## src/hdl/ihd_pkg.sv

```systemverilog
// Shared types and constants for the cartridge header decoder.
// No dependencies; every other file takes its names from here.
package ihd_pkg;

	localparam int HDR_BYTES = 16;
	localparam logic [3:0] LAST_IDX = 4'(HDR_BYTES - 1);
	localparam int QUEUE_DEPTH = 2;
	localparam int IN_W = 8;
	localparam int OUT_W = 64;
	localparam int CFG_W = 32;
	localparam int PRG_PAGE_BYTES_DEF = 16384;
	localparam int CHR_PAGE_BYTES_DEF = 8192;

	// magic characters
	localparam logic [7:0] CH_N = 8'h4E;
	localparam logic [7:0] CH_E = 8'h45;
	localparam logic [7:0] CH_S = 8'h53;
	localparam logic [7:0] CH_M = 8'h4D;
	localparam logic [7:0] CH_U = 8'h55;
	localparam logic [7:0] CH_I = 8'h49;
	localparam logic [7:0] CH_F = 8'h46;
	localparam logic [7:0] CH_EOF = 8'h1A;

	localparam logic [13:0] SRAM_DEFAULT = 14'h2000;
	localparam logic [1:0] NES2_ID = 2'b10;

	typedef enum logic [1:0] {
		FMT_INES    = 2'd0,
		FMT_NSF     = 2'd1,
		FMT_UNIF    = 2'd2,
		FMT_UNKNOWN = 2'd3
	} fmt_t;

	typedef enum logic [1:0] {
		VER_ARCHAIC = 2'd0,
		VER_INES1   = 2'd1,
		VER_NES2    = 2'd2
	} ver_t;

	typedef enum logic [1:0] {
		ST_OK          = 2'd0,
		ST_MAPPER0_BIG = 2'd1,
		ST_UNSUPPORTED = 2'd2
	} status_t;

	// header as handed from front to back
	typedef struct packed {
		fmt_t       fmt;
		logic [7:0] b4;
		logic [7:0] b5;
		logic [7:0] b6;
		logic [7:0] b7;
		logic [7:0] b8;
		logic [7:0] b9;
		logic [7:0] b10;
		logic       tail_zero;   // bytes 12..15 all zero
	} hdr_rec_t;

	// result item, last field in the lowest bits
	typedef struct packed {
		status_t     mapper_status;
		logic        second_prg_bank;
		logic        has_playchoice;
		logic [13:0] save_ram_size;
		logic        has_save_ram;
		logic        has_trainer;
		logic [11:0] chr_pages;
		logic [11:0] prg_pages;
		logic [3:0]  submapper;
		logic [11:0] mapper;
		ver_t        version;
		fmt_t        format;
	} result_t;

endpackage

```

## src/hdl/ihd_front.sv

```systemverilog
// Front end: takes header bytes, keeps bytes 0..14, and on byte 15 sends a
// classified header record to the queue. Depends on ihd_pkg.
module ihd_front (
	input  logic                   clk,
	input  logic                   arst_n,
	input  logic                   in_valid,
	output logic                   in_ready,
	input  logic [7:0]             in_byte,
	input  logic                   in_first,
	output logic                   rec_valid,
	input  logic                   rec_ready,
	output ihd_pkg::hdr_rec_t      rec
);

	logic [3:0] cnt_q;
	logic [7:0] hdr_q [0:14];
	logic [3:0] idx;
	logic       acc;
	ihd_pkg::fmt_t fmt;

	assign in_ready = rec_ready;
	assign acc      = in_valid && rec_ready;
	assign idx      = in_first ? 4'd0 : cnt_q;
	assign rec_valid = acc && (idx == ihd_pkg::LAST_IDX);

	always_comb begin
		if (hdr_q[0] == ihd_pkg::CH_N && hdr_q[1] == ihd_pkg::CH_E &&
		    hdr_q[2] == ihd_pkg::CH_S && hdr_q[3] == ihd_pkg::CH_EOF) begin
			fmt = ihd_pkg::FMT_INES;
		end else if (hdr_q[0] == ihd_pkg::CH_N && hdr_q[1] == ihd_pkg::CH_E &&
		             hdr_q[2] == ihd_pkg::CH_S && hdr_q[3] == ihd_pkg::CH_M &&
		             hdr_q[4] == ihd_pkg::CH_EOF) begin
			fmt = ihd_pkg::FMT_NSF;
		end else if (hdr_q[0] == ihd_pkg::CH_U && hdr_q[1] == ihd_pkg::CH_N &&
		             hdr_q[2] == ihd_pkg::CH_I && hdr_q[3] == ihd_pkg::CH_F) begin
			fmt = ihd_pkg::FMT_UNIF;
		end else begin
			fmt = ihd_pkg::FMT_UNKNOWN;
		end
		rec.fmt       = fmt;
		rec.b4        = hdr_q[4];
		rec.b5        = hdr_q[5];
		rec.b6        = hdr_q[6];
		rec.b7        = hdr_q[7];
		rec.b8        = hdr_q[8];
		rec.b9        = hdr_q[9];
		rec.b10       = hdr_q[10];
		// byte 15 is the one arriving now
		rec.tail_zero = (hdr_q[12] == 8'd0) && (hdr_q[13] == 8'd0) &&
		                (hdr_q[14] == 8'd0) && (in_byte == 8'd0);
	end

	always_ff @(posedge clk or negedge arst_n) begin
		if (!arst_n) begin
			cnt_q <= 4'd0;
		end else if (acc) begin
			cnt_q <= idx + 4'd1;
		end
	end

	always_ff @(posedge clk) begin
		if (acc && idx != ihd_pkg::LAST_IDX) begin
			hdr_q[idx] <= in_byte;
		end
	end

endmodule

```

## src/hdl/ihd_queue.sv

```systemverilog
// Short queue of header records between front and back end.
// Depends on ihd_pkg.
module ihd_queue (
	input  logic              clk,
	input  logic              arst_n,
	input  logic              wr_valid,
	output logic              wr_ready,
	input  ihd_pkg::hdr_rec_t wr_data,
	output logic              rd_valid,
	input  logic              rd_ready,
	output ihd_pkg::hdr_rec_t rd_data
);

	localparam int DEPTH = ihd_pkg::QUEUE_DEPTH;
	localparam int PTR_W = (DEPTH > 1) ? $clog2(DEPTH) : 1;
	localparam int CNT_W = $clog2(DEPTH + 1);

	ihd_pkg::hdr_rec_t mem_q [0:DEPTH-1];
	logic [PTR_W-1:0] wr_ptr_q, rd_ptr_q;
	logic [CNT_W-1:0] cnt_q;
	logic push, pop;

	assign wr_ready = (cnt_q != CNT_W'(DEPTH));
	assign rd_valid = (cnt_q != '0);
	assign rd_data  = mem_q[rd_ptr_q];
	assign push     = wr_valid && wr_ready;
	assign pop      = rd_valid && rd_ready;

	always_ff @(posedge clk or negedge arst_n) begin
		if (!arst_n) begin
			wr_ptr_q <= '0;
			rd_ptr_q <= '0;
			cnt_q    <= '0;
		end else begin
			if (push) begin
				wr_ptr_q <= (wr_ptr_q == PTR_W'(DEPTH - 1)) ? '0 : wr_ptr_q + PTR_W'(1);
			end
			if (pop) begin
				rd_ptr_q <= (rd_ptr_q == PTR_W'(DEPTH - 1)) ? '0 : rd_ptr_q + PTR_W'(1);
			end
			if (push && !pop) begin
				cnt_q <= cnt_q + CNT_W'(1);
			end else if (pop && !push) begin
				cnt_q <= cnt_q - CNT_W'(1);
			end
		end
	end

	always_ff @(posedge clk) begin
		if (push) begin
			mem_q[wr_ptr_q] <= wr_data;
		end
	end

endmodule

```

## src/hdl/ihd_back.sv

```systemverilog
// Back end: page-size products in stage 1, size check and field decode
// into the output register. Depends on ihd_pkg.
module ihd_back #(
	parameter int PRG_PAGE_BYTES = ihd_pkg::PRG_PAGE_BYTES_DEF,
	parameter int CHR_PAGE_BYTES = ihd_pkg::CHR_PAGE_BYTES_DEF
) (
	input  logic                      clk,
	input  logic                      arst_n,
	input  logic [ihd_pkg::CFG_W-1:0] file_length,
	input  logic                      rec_valid,
	output logic                      rec_ready,
	input  ihd_pkg::hdr_rec_t         rec,
	output logic                      out_valid,
	input  logic                      out_ready,
	output ihd_pkg::result_t          result
);

	localparam int PRG_PROD_W = 12 + $clog2(PRG_PAGE_BYTES + 1);
	localparam int CHR_PROD_W = 12 + $clog2(CHR_PAGE_BYTES + 1);
	localparam int NEED_W = ((PRG_PROD_W > CHR_PROD_W) ? PRG_PROD_W : CHR_PROD_W) + 1;
	localparam int CMP_W = (NEED_W > ihd_pkg::CFG_W) ? NEED_W : ihd_pkg::CFG_W;

	logic                    v_s1;
	ihd_pkg::hdr_rec_t       rec_s1;
	logic [PRG_PROD_W-1:0]   prg_prod_s1;
	logic [CHR_PROD_W-1:0]   chr_prod_s1;
	logic                    s1_ready, adv_out;
	logic                    out_valid_q;
	ihd_pkg::result_t        result_q, res_c;

	logic [11:0] ext_prg_in, ext_chr_in;
	logic [11:0] ext_prg, ext_chr, prg, chr, mapper;
	logic [CMP_W-1:0] need;
	logic nes2, ines1, batt;

	assign adv_out   = !out_valid_q || out_ready;
	assign s1_ready  = !v_s1 || adv_out;
	assign rec_ready = s1_ready;
	assign out_valid = out_valid_q;
	assign result    = result_q;

	assign ext_prg_in = {rec.b9[3:0], rec.b4};
	assign ext_chr_in = {rec.b9[7:4], rec.b5};

	always_comb begin
		ext_prg = {rec_s1.b9[3:0], rec_s1.b4};
		ext_chr = {rec_s1.b9[7:4], rec_s1.b5};
		need    = CMP_W'(prg_prod_s1) + CMP_W'(chr_prod_s1);
		batt    = rec_s1.b6[1];
		nes2    = (rec_s1.b7[3:2] == ihd_pkg::NES2_ID) && (need < CMP_W'(file_length));
		ines1   = (rec_s1.b7[3:2] == 2'b00) && rec_s1.tail_zero;
		mapper  = {4'd0, rec_s1.b7[7:4], rec_s1.b6[7:4]};
		prg     = {4'd0, rec_s1.b4};
		chr     = {4'd0, rec_s1.b5};

		res_c = '0;
		res_c.format = rec_s1.fmt;
		if (rec_s1.fmt == ihd_pkg::FMT_INES) begin
			res_c.save_ram_size = batt ? ihd_pkg::SRAM_DEFAULT : 14'd0;
			if (nes2) begin
				res_c.version = ihd_pkg::VER_NES2;
				prg = ext_prg;
				chr = ext_chr;
				mapper[11:8] = rec_s1.b8[3:0];
				res_c.submapper = rec_s1.b8[7:4];
				if (batt) begin
					res_c.save_ram_size = {3'd0, rec_s1.b10[3:0], 7'd0};
				end
			end else if (ines1) begin
				res_c.version = ihd_pkg::VER_INES1;
			end else begin
				res_c.version = ihd_pkg::VER_ARCHAIC;
			end
			res_c.mapper         = mapper;
			res_c.prg_pages      = prg;
			res_c.chr_pages      = chr;
			res_c.has_trainer    = rec_s1.b6[2];
			res_c.has_save_ram   = batt;
			res_c.has_playchoice = rec_s1.b7[1];
			if (mapper != 12'd0) begin
				res_c.mapper_status = ihd_pkg::ST_UNSUPPORTED;
			end else if (prg > 12'd2 || chr > 12'd1) begin
				res_c.mapper_status = ihd_pkg::ST_MAPPER0_BIG;
			end else begin
				res_c.mapper_status   = ihd_pkg::ST_OK;
				res_c.second_prg_bank = (prg == 12'd2);
			end
		end
	end

	always_ff @(posedge clk or negedge arst_n) begin
		if (!arst_n) begin
			v_s1        <= 1'b0;
			out_valid_q <= 1'b0;
		end else begin
			if (s1_ready) begin
				v_s1 <= rec_valid;
			end
			if (adv_out) begin
				out_valid_q <= v_s1;
			end
		end
	end

	always_ff @(posedge clk) begin
		if (s1_ready && rec_valid) begin
			rec_s1      <= rec;
			prg_prod_s1 <= PRG_PROD_W'(ext_prg_in) * PRG_PROD_W'(PRG_PAGE_BYTES);
			chr_prod_s1 <= CHR_PROD_W'(ext_chr_in) * CHR_PROD_W'(CHR_PAGE_BYTES);
		end
		if (adv_out && v_s1) begin
			result_q <= res_c;
		end
	end

endmodule

```

## src/hdl/ines_header_decoder.sv

```systemverilog
// Top level of the cartridge header decoder: front end, record queue and
// back end. Depends on ihd_pkg, ihd_front, ihd_queue and ihd_back.
//
// Use:
//   s_* carries header bytes, one item per byte, in file order. s_tuser
//   high marks byte 0 of a new header and drops any partial one; without
//   it the byte count simply wraps after sixteen bytes.
//   m_* carries one decoded result item per complete header (sixteen
//   bytes). No item comes out for bytes 0 to 14.
//   cfg_* writes the image length in bytes; it is always ready. It is to be
//   written only while no header is in flight; the block does not enforce it.
// Throughput: one byte per cycle while s_tready is high.
// Result path: once the sixteenth byte is taken, the header passes through the
//   queue entry, the product stage and the decode into the output register.
// Stall: while m_tready is low the result holds; further headers collect
//   in the two-entry queue and s_tready drops only once it is full.
// Reset: clears the byte count, queue and valid flags; the image length
//   resets to zero. No clearing pass.
module ines_header_decoder #(
	parameter int PRG_PAGE_BYTES = ihd_pkg::PRG_PAGE_BYTES_DEF,
	parameter int CHR_PAGE_BYTES = ihd_pkg::CHR_PAGE_BYTES_DEF
) (
	input  logic                      clk,
	input  logic                      arst_n,
	input  logic                      s_tvalid,
	output logic                      s_tready,
	input  logic [ihd_pkg::IN_W-1:0]  s_tdata,    // [7:0] header_byte
	input  logic                      s_tuser,    // [0] first_byte
	output logic                      m_tvalid,
	input  logic                      m_tready,
	// [1:0] format, [3:2] version, [15:4] mapper, [19:16] submapper,
	// [31:20] prg_pages, [43:32] chr_pages, [44] has_trainer,
	// [45] has_save_ram, [59:46] save_ram_size, [60] has_playchoice,
	// [61] second_prg_bank, [63:62] mapper_status
	output logic [ihd_pkg::OUT_W-1:0] m_tdata,
	input  logic                      cfg_valid,
	output logic                      cfg_ready,
	input  logic [ihd_pkg::CFG_W-1:0] cfg_data    // file_length
);

	logic [ihd_pkg::CFG_W-1:0] file_length_q;

	logic              fq_valid, fq_ready;
	ihd_pkg::hdr_rec_t fq_rec;
	logic              qb_valid, qb_ready;
	ihd_pkg::hdr_rec_t qb_rec;
	ihd_pkg::result_t  result;

	assign cfg_ready = 1'b1;

	always_ff @(posedge clk or negedge arst_n) begin
		if (!arst_n) begin
			file_length_q <= '0;
		end else if (cfg_valid) begin
			file_length_q <= cfg_data;
		end
	end

	// byte collection and magic check
	ihd_front u_front (
		.clk       (clk),
		.arst_n    (arst_n),
		.in_valid  (s_tvalid),
		.in_ready  (s_tready),
		.in_byte   (s_tdata),
		.in_first  (s_tuser),
		.rec_valid (fq_valid),
		.rec_ready (fq_ready),
		.rec       (fq_rec)
	);

	// decouples byte intake from a stalled output
	ihd_queue u_queue (
		.clk      (clk),
		.arst_n   (arst_n),
		.wr_valid (fq_valid),
		.wr_ready (fq_ready),
		.wr_data  (fq_rec),
		.rd_valid (qb_valid),
		.rd_ready (qb_ready),
		.rd_data  (qb_rec)
	);

	// version check and field decode
	ihd_back #(
		.PRG_PAGE_BYTES (PRG_PAGE_BYTES),
		.CHR_PAGE_BYTES (CHR_PAGE_BYTES)
	) u_back (
		.clk         (clk),
		.arst_n      (arst_n),
		.file_length (file_length_q),
		.rec_valid   (qb_valid),
		.rec_ready   (qb_ready),
		.rec         (qb_rec),
		.out_valid   (m_tvalid),
		.out_ready   (m_tready),
		.result      (result)
	);

	assign m_tdata = result;

endmodule

```

## config.mk

```make
export PLATFORM = sky130hd
export DESIGN_NAME = ines_header_decoder
export DESIGN_NICKNAME = d
export VERILOG_FILES = /design/src/hdl/ihd_pkg.sv /design/src/hdl/ihd_front.sv /design/src/hdl/ihd_queue.sv /design/src/hdl/ihd_back.sv /design/src/hdl/ines_header_decoder.sv
export SDC_FILE = /design/constraint.sdc
export NUM_CORES = 1
export LEC_CHECK = 0
export ABC_AREA = 0
export BUFFER_PORTS_ARGS = -buffer_cell sky130_fd_sc_hd__clkbuf_2
export CAP_MARGIN = 20
export CORE_MARGIN = 2
export CORE_UTILIZATION = 30
export CTS_BUF_LIST = sky130_fd_sc_hd__clkbuf_8
export CTS_CLUSTER_SIZE = 10
export DETAILED_ROUTE_END_ITERATION = 8
export PLACE_DENSITY = 0.5
export SLEW_MARGIN = 20
export SYNTH_ARGS = -nofsm -noshare
export SYNTH_HDL_FRONTEND = slang
export SYNTH_SLANG_ARGS = --single-unit
```

## constraint.sdc

```tcl
create_clock -name clk -period 4.05 [get_ports clk]
set_input_delay 0.405 -clock clk [delete_from_list [all_inputs] [get_ports clk]]
set_output_delay 0.405 -clock clk [all_outputs]
set_load 0.05 [all_outputs]
```

==> results_dict.tcl <==
set metrics [dict create \
    cp_top_family "compound AO/OA/AOI/OAI gates" \
    antenna_found_initial 1 \
    setup_viol 0 \
    intPower_mw 7.11 \
    ys_warn_count 0 \
    ys_dominant_reg_cell "edfxtp_1" \
    drt_drc_violations_left 0 \
    cts_root_buffer "clkbuf_8" \
    initial_core_util_pct 30.2 \
    synth.yosys.seq_area_share_pct 77.1 \
    yosysTopAreaCellShare_pct 69.5 \
    nFillCells 4262 \
    synth_seq_cells 358 \
    synth-adder-area-share_pct 2.89 \
    p_leak_nw 5.97 \
    synth_area_mm2 0.0137 \
    slew_viol_final 0 \
    drt.antenna.violating_nets 0 \
    ys_types 50 \
    synth_compound_area_share_pct 2.97 \
    synth_mux_area_share_pct 5.77 \
    synth_top_area_cell "edfxtp_1" \
    critPathMaxFanout 10 \
    max_freq_ghz 0.258 \
    p_total_mw 10.6 \
    critPathMaxStageDelay_ns 0.41 \
    fin_crit_ns 3.88 \
    startpoint_type "flop" \
    synth_common_cells "316 x edfxtp_1, 70 x mux2_2, 42 x and2_1, 42 x dfrtp_1" \
    crit_path_end_kind "flop" \
    cp.buffers_inverters 3 \
    tritoncts "built" \
    rows 78 \
    nNetsFinal 1066 \
    relSlewSlack_pct 29.2 \
    grt_pass1_wl_um 42500 \
    async_flop_share_pct 11.7 \
    dpl.hpwl_um 17600 \
    drt_wl_total_um 27800 \
    io_pins 113 \
    synth.most_common_cell "edfxtp_1" \
    layout-drive-gt1-share_pct 27.2 \
    die_w_um 217 \
    cp.arrival_ns 4.35 \
    cts.sinks 358 \
    grt.overflow.total 0 \
    chipHeight_um 217 \
    synth.area.top_cells "edfxtp_1 69%, dfrtp_1 7.7%, mux2_2 5.8%" \
    power_frac_seq_pct 47.2 \
    place_congestion 0.768 \
    portBuffers 102 \
    cp_cell_sequence "ha_2 -> inv_1 -> fa_2 -> nor2b_1 -> o21ai_1 -> nand2b_1 -> a311o_1 -> and3_1 -> a311o_1 -> ha_1 -> and3_1 -> a221o_1 -> nor2_2 -> a31oi_4 -> nor3_4 -> buf_6 -> buf_12 -> and3_1" \
    max_slew.worst_pin.slew_ns 1.05 \
    vias 7130 \
    period_share_pct 95.8 \
    dr.pass1.iters 5 \
    yosys.area_share.simple_pct 8.41 \
    clkPwrFrac_pct 25.9 \
    switchingPower_mw 3.45 \
    cp_common_cell "and3_1" \
    clk_pin_slew_worst_paths_ns 0.06 \
    die_area_mm2 0.0473 \
    cellPowerDensity_mw_per_mm2 645 \
    critPathSlowestCell "edfxtp_1" \
    final_hold_viol_count 0 \
    swShare_pct 32.6 \
    fp.coreArea_mm2 0.0452 \
    cts_buffer_depth 3 \
    status "finished clean" \
    worstPathRequired_ns 4.52 \
    fin_skew_ns 0.0254 \
    p_comb_share_pct 26.9 \
    syn2layout_area_growth_pct 19.8 \
    synthCells 794 \
    grt_pass1_vias 7459 \
    dp_cells 1489 \
    ctsHtreeMaxLevel 2 \
    cts_buffers 57 \
    synth_top_family_by_area "simple AND/OR/NAND/NOR gates" \
    vdd_drop_max_mv 0.264 \
    via_per_inst 4.37 \
    dr.first_iter.drc_count 409 \
    hold_class "primary input to flop" \
    final_cells 1631 \
    grt_max_degree 53 \
    insertion_delay_ns 0.62 \
    avgSynthCellArea_um2 17.2 \
    wl_per_cell_um 17.1 \
    synthXorXnorAreaFrac_pct 0.833 \
    worstSetupPathType "flop to flop" \
    synth_edf_count 316 \
    globalRouteTotalUtil_pct 11.8 \
    maxCapViolCount 0 \
]
-- per-stage QoR --
step                hold slack, ns  setup slack, ns  cell area (um2)  setup TNS, ns  utilization (%)
floorplan                    0.109           0.0702            13700              0                -
global placement             0.422            0.196            14900              0             33.0
detailed placement           0.431            0.143            14900              0             33.0
CTS                        0.00986           0.0847            16200              0             35.9
global route                0.0696         -0.00368            16400       -0.00506             36.2
finish                      0.0688            0.172            16400              0             36.2
-- kinds of logic (layout without fill, tap and decap cells) --
family | Yosys count | count (layout)
compound gates | 62 | 62
xor+xnor | 13 | 13
flops | 358 | 358
fa+ha+maj | 31 | 31
simple gates | 202 | 202
mux | 70 | 70
other cells | 2 | 11
buf+inv | 56 | 284
-- layout by cell type (no fill, tap or decap), drive strengths merged, types with 18 or more instances in the layout --
master	Yosys	final
inv	30	49
ha	30	30
nand2	29	29
dfrtp	42	42
dlygate4sd3	0	33
mux2	70	70
edfxtp	316	316
nor3	18	18
and2	49	49
clkbuf	11	162
nor4	20	20
buf	15	18
clkinv	0	21
o21ai	25	25
nor2	28	28
-- worst reg2reg max path, stage by stage (launching register included) --
cell and delay, ns:
edfxtp_1 0.41, ha_2 0.21, inv_1 0.07, fa_2 0.20, nor2b_1 0.05, o21ai_1 0.12
nand2b_1 0.11, a311o_1 0.33, and3_1 0.17, a311o_1 0.32, ha_1 0.27, and3_1 0.19
a221o_1 0.37, nor2_2 0.16, a31oi_4 0.14, nor3_4 0.20, buf_6 0.15, buf_12 0.12
and3_1 0.16
-- flip-flops by register name, summed over array words and instances (netlist names), 2 cells and up --
name / count
file_length_q: 32
u_back.ext_chr: 11
u_back.ext_prg: 11
u_back.mapper: 8
u_back.rec_s1: 19
u_back.result: 55
u_front.cnt_q: 4
u_front.hdr_q: 105
u_queue.cnt_q: 2
u_queue.mem_q: 104
-- power by group through the flow --
stage	sequential [mW]	clock, mW	combinational [mW]
global placement	5.07	0	2.74
CTS	4.99	2.86	2.79
floorplan	5.37	0	1.66
detailed placement	5.07	0	2.75
finish	4.98	2.73	2.84
global route	5.05	3.02	3.15
-- area by class of cell --
| cell class | count | area, um2 | area share [%] |
|---|---|---|---|
| clock inverter | 41 | 190 | 1.16 |
| sequential | 358 | 10500 | 64.4 |
| timing repair buffer | 154 | 1020 | 6.24 |
| antenna | 1 | 2.50 | 0.0153 |
| tap | 600 | 751 | 4.59 |
| inverter | 30 | 113 | 0.688 |
| clock buffer | 59 | 812 | 4.96 |
| multi-input combinational | 388 | 2940 | 17.9 |
-- per-layer routing --
layer	wire [um]	share of wire (%)	up-vias	track usage (%)
li1	-	-	3401	-
met1	12300	44	3499	14.9
met2	13400	48	169	19.7
met3	1400	5.0	61	3.00
met4	734	2.6	0	4.41
met5	0	0	-	0
-- what timing repair did --
item / 4_1_cts / 5_1_grt
hold buffers: 33 / 0
resized for setup: 0 / 8
hold endpoints to repair: 74 / 0
endpoints found under the setup margin: 0 / 19
buffers inserted: 0 / 6
-- final timing paths --
path / startpoint / end / slack (ns) / cells after the start
worst min-delay path: m_tready / u_back.v_s1 / 0.07 / 4
worst max-delay path: u_back.ext_chr[1] / u_back.result[55] / 0.17 / 18
worst max register to register: u_back.ext_chr[1] / u_back.result[55] / 0.17 / 18
min in group asynchronous: arst_n / file_length_q[6] / 0.41 / 3
worst min register to register: u_front.hdr_q[6][6] / u_queue.mem_q[1][39] / 0.44 / 0
max in group asynchronous: arst_n / u_queue.rd_ptr_q / 3.20 / 3
No activity file was read; power rests on OpenSTA's default activity.
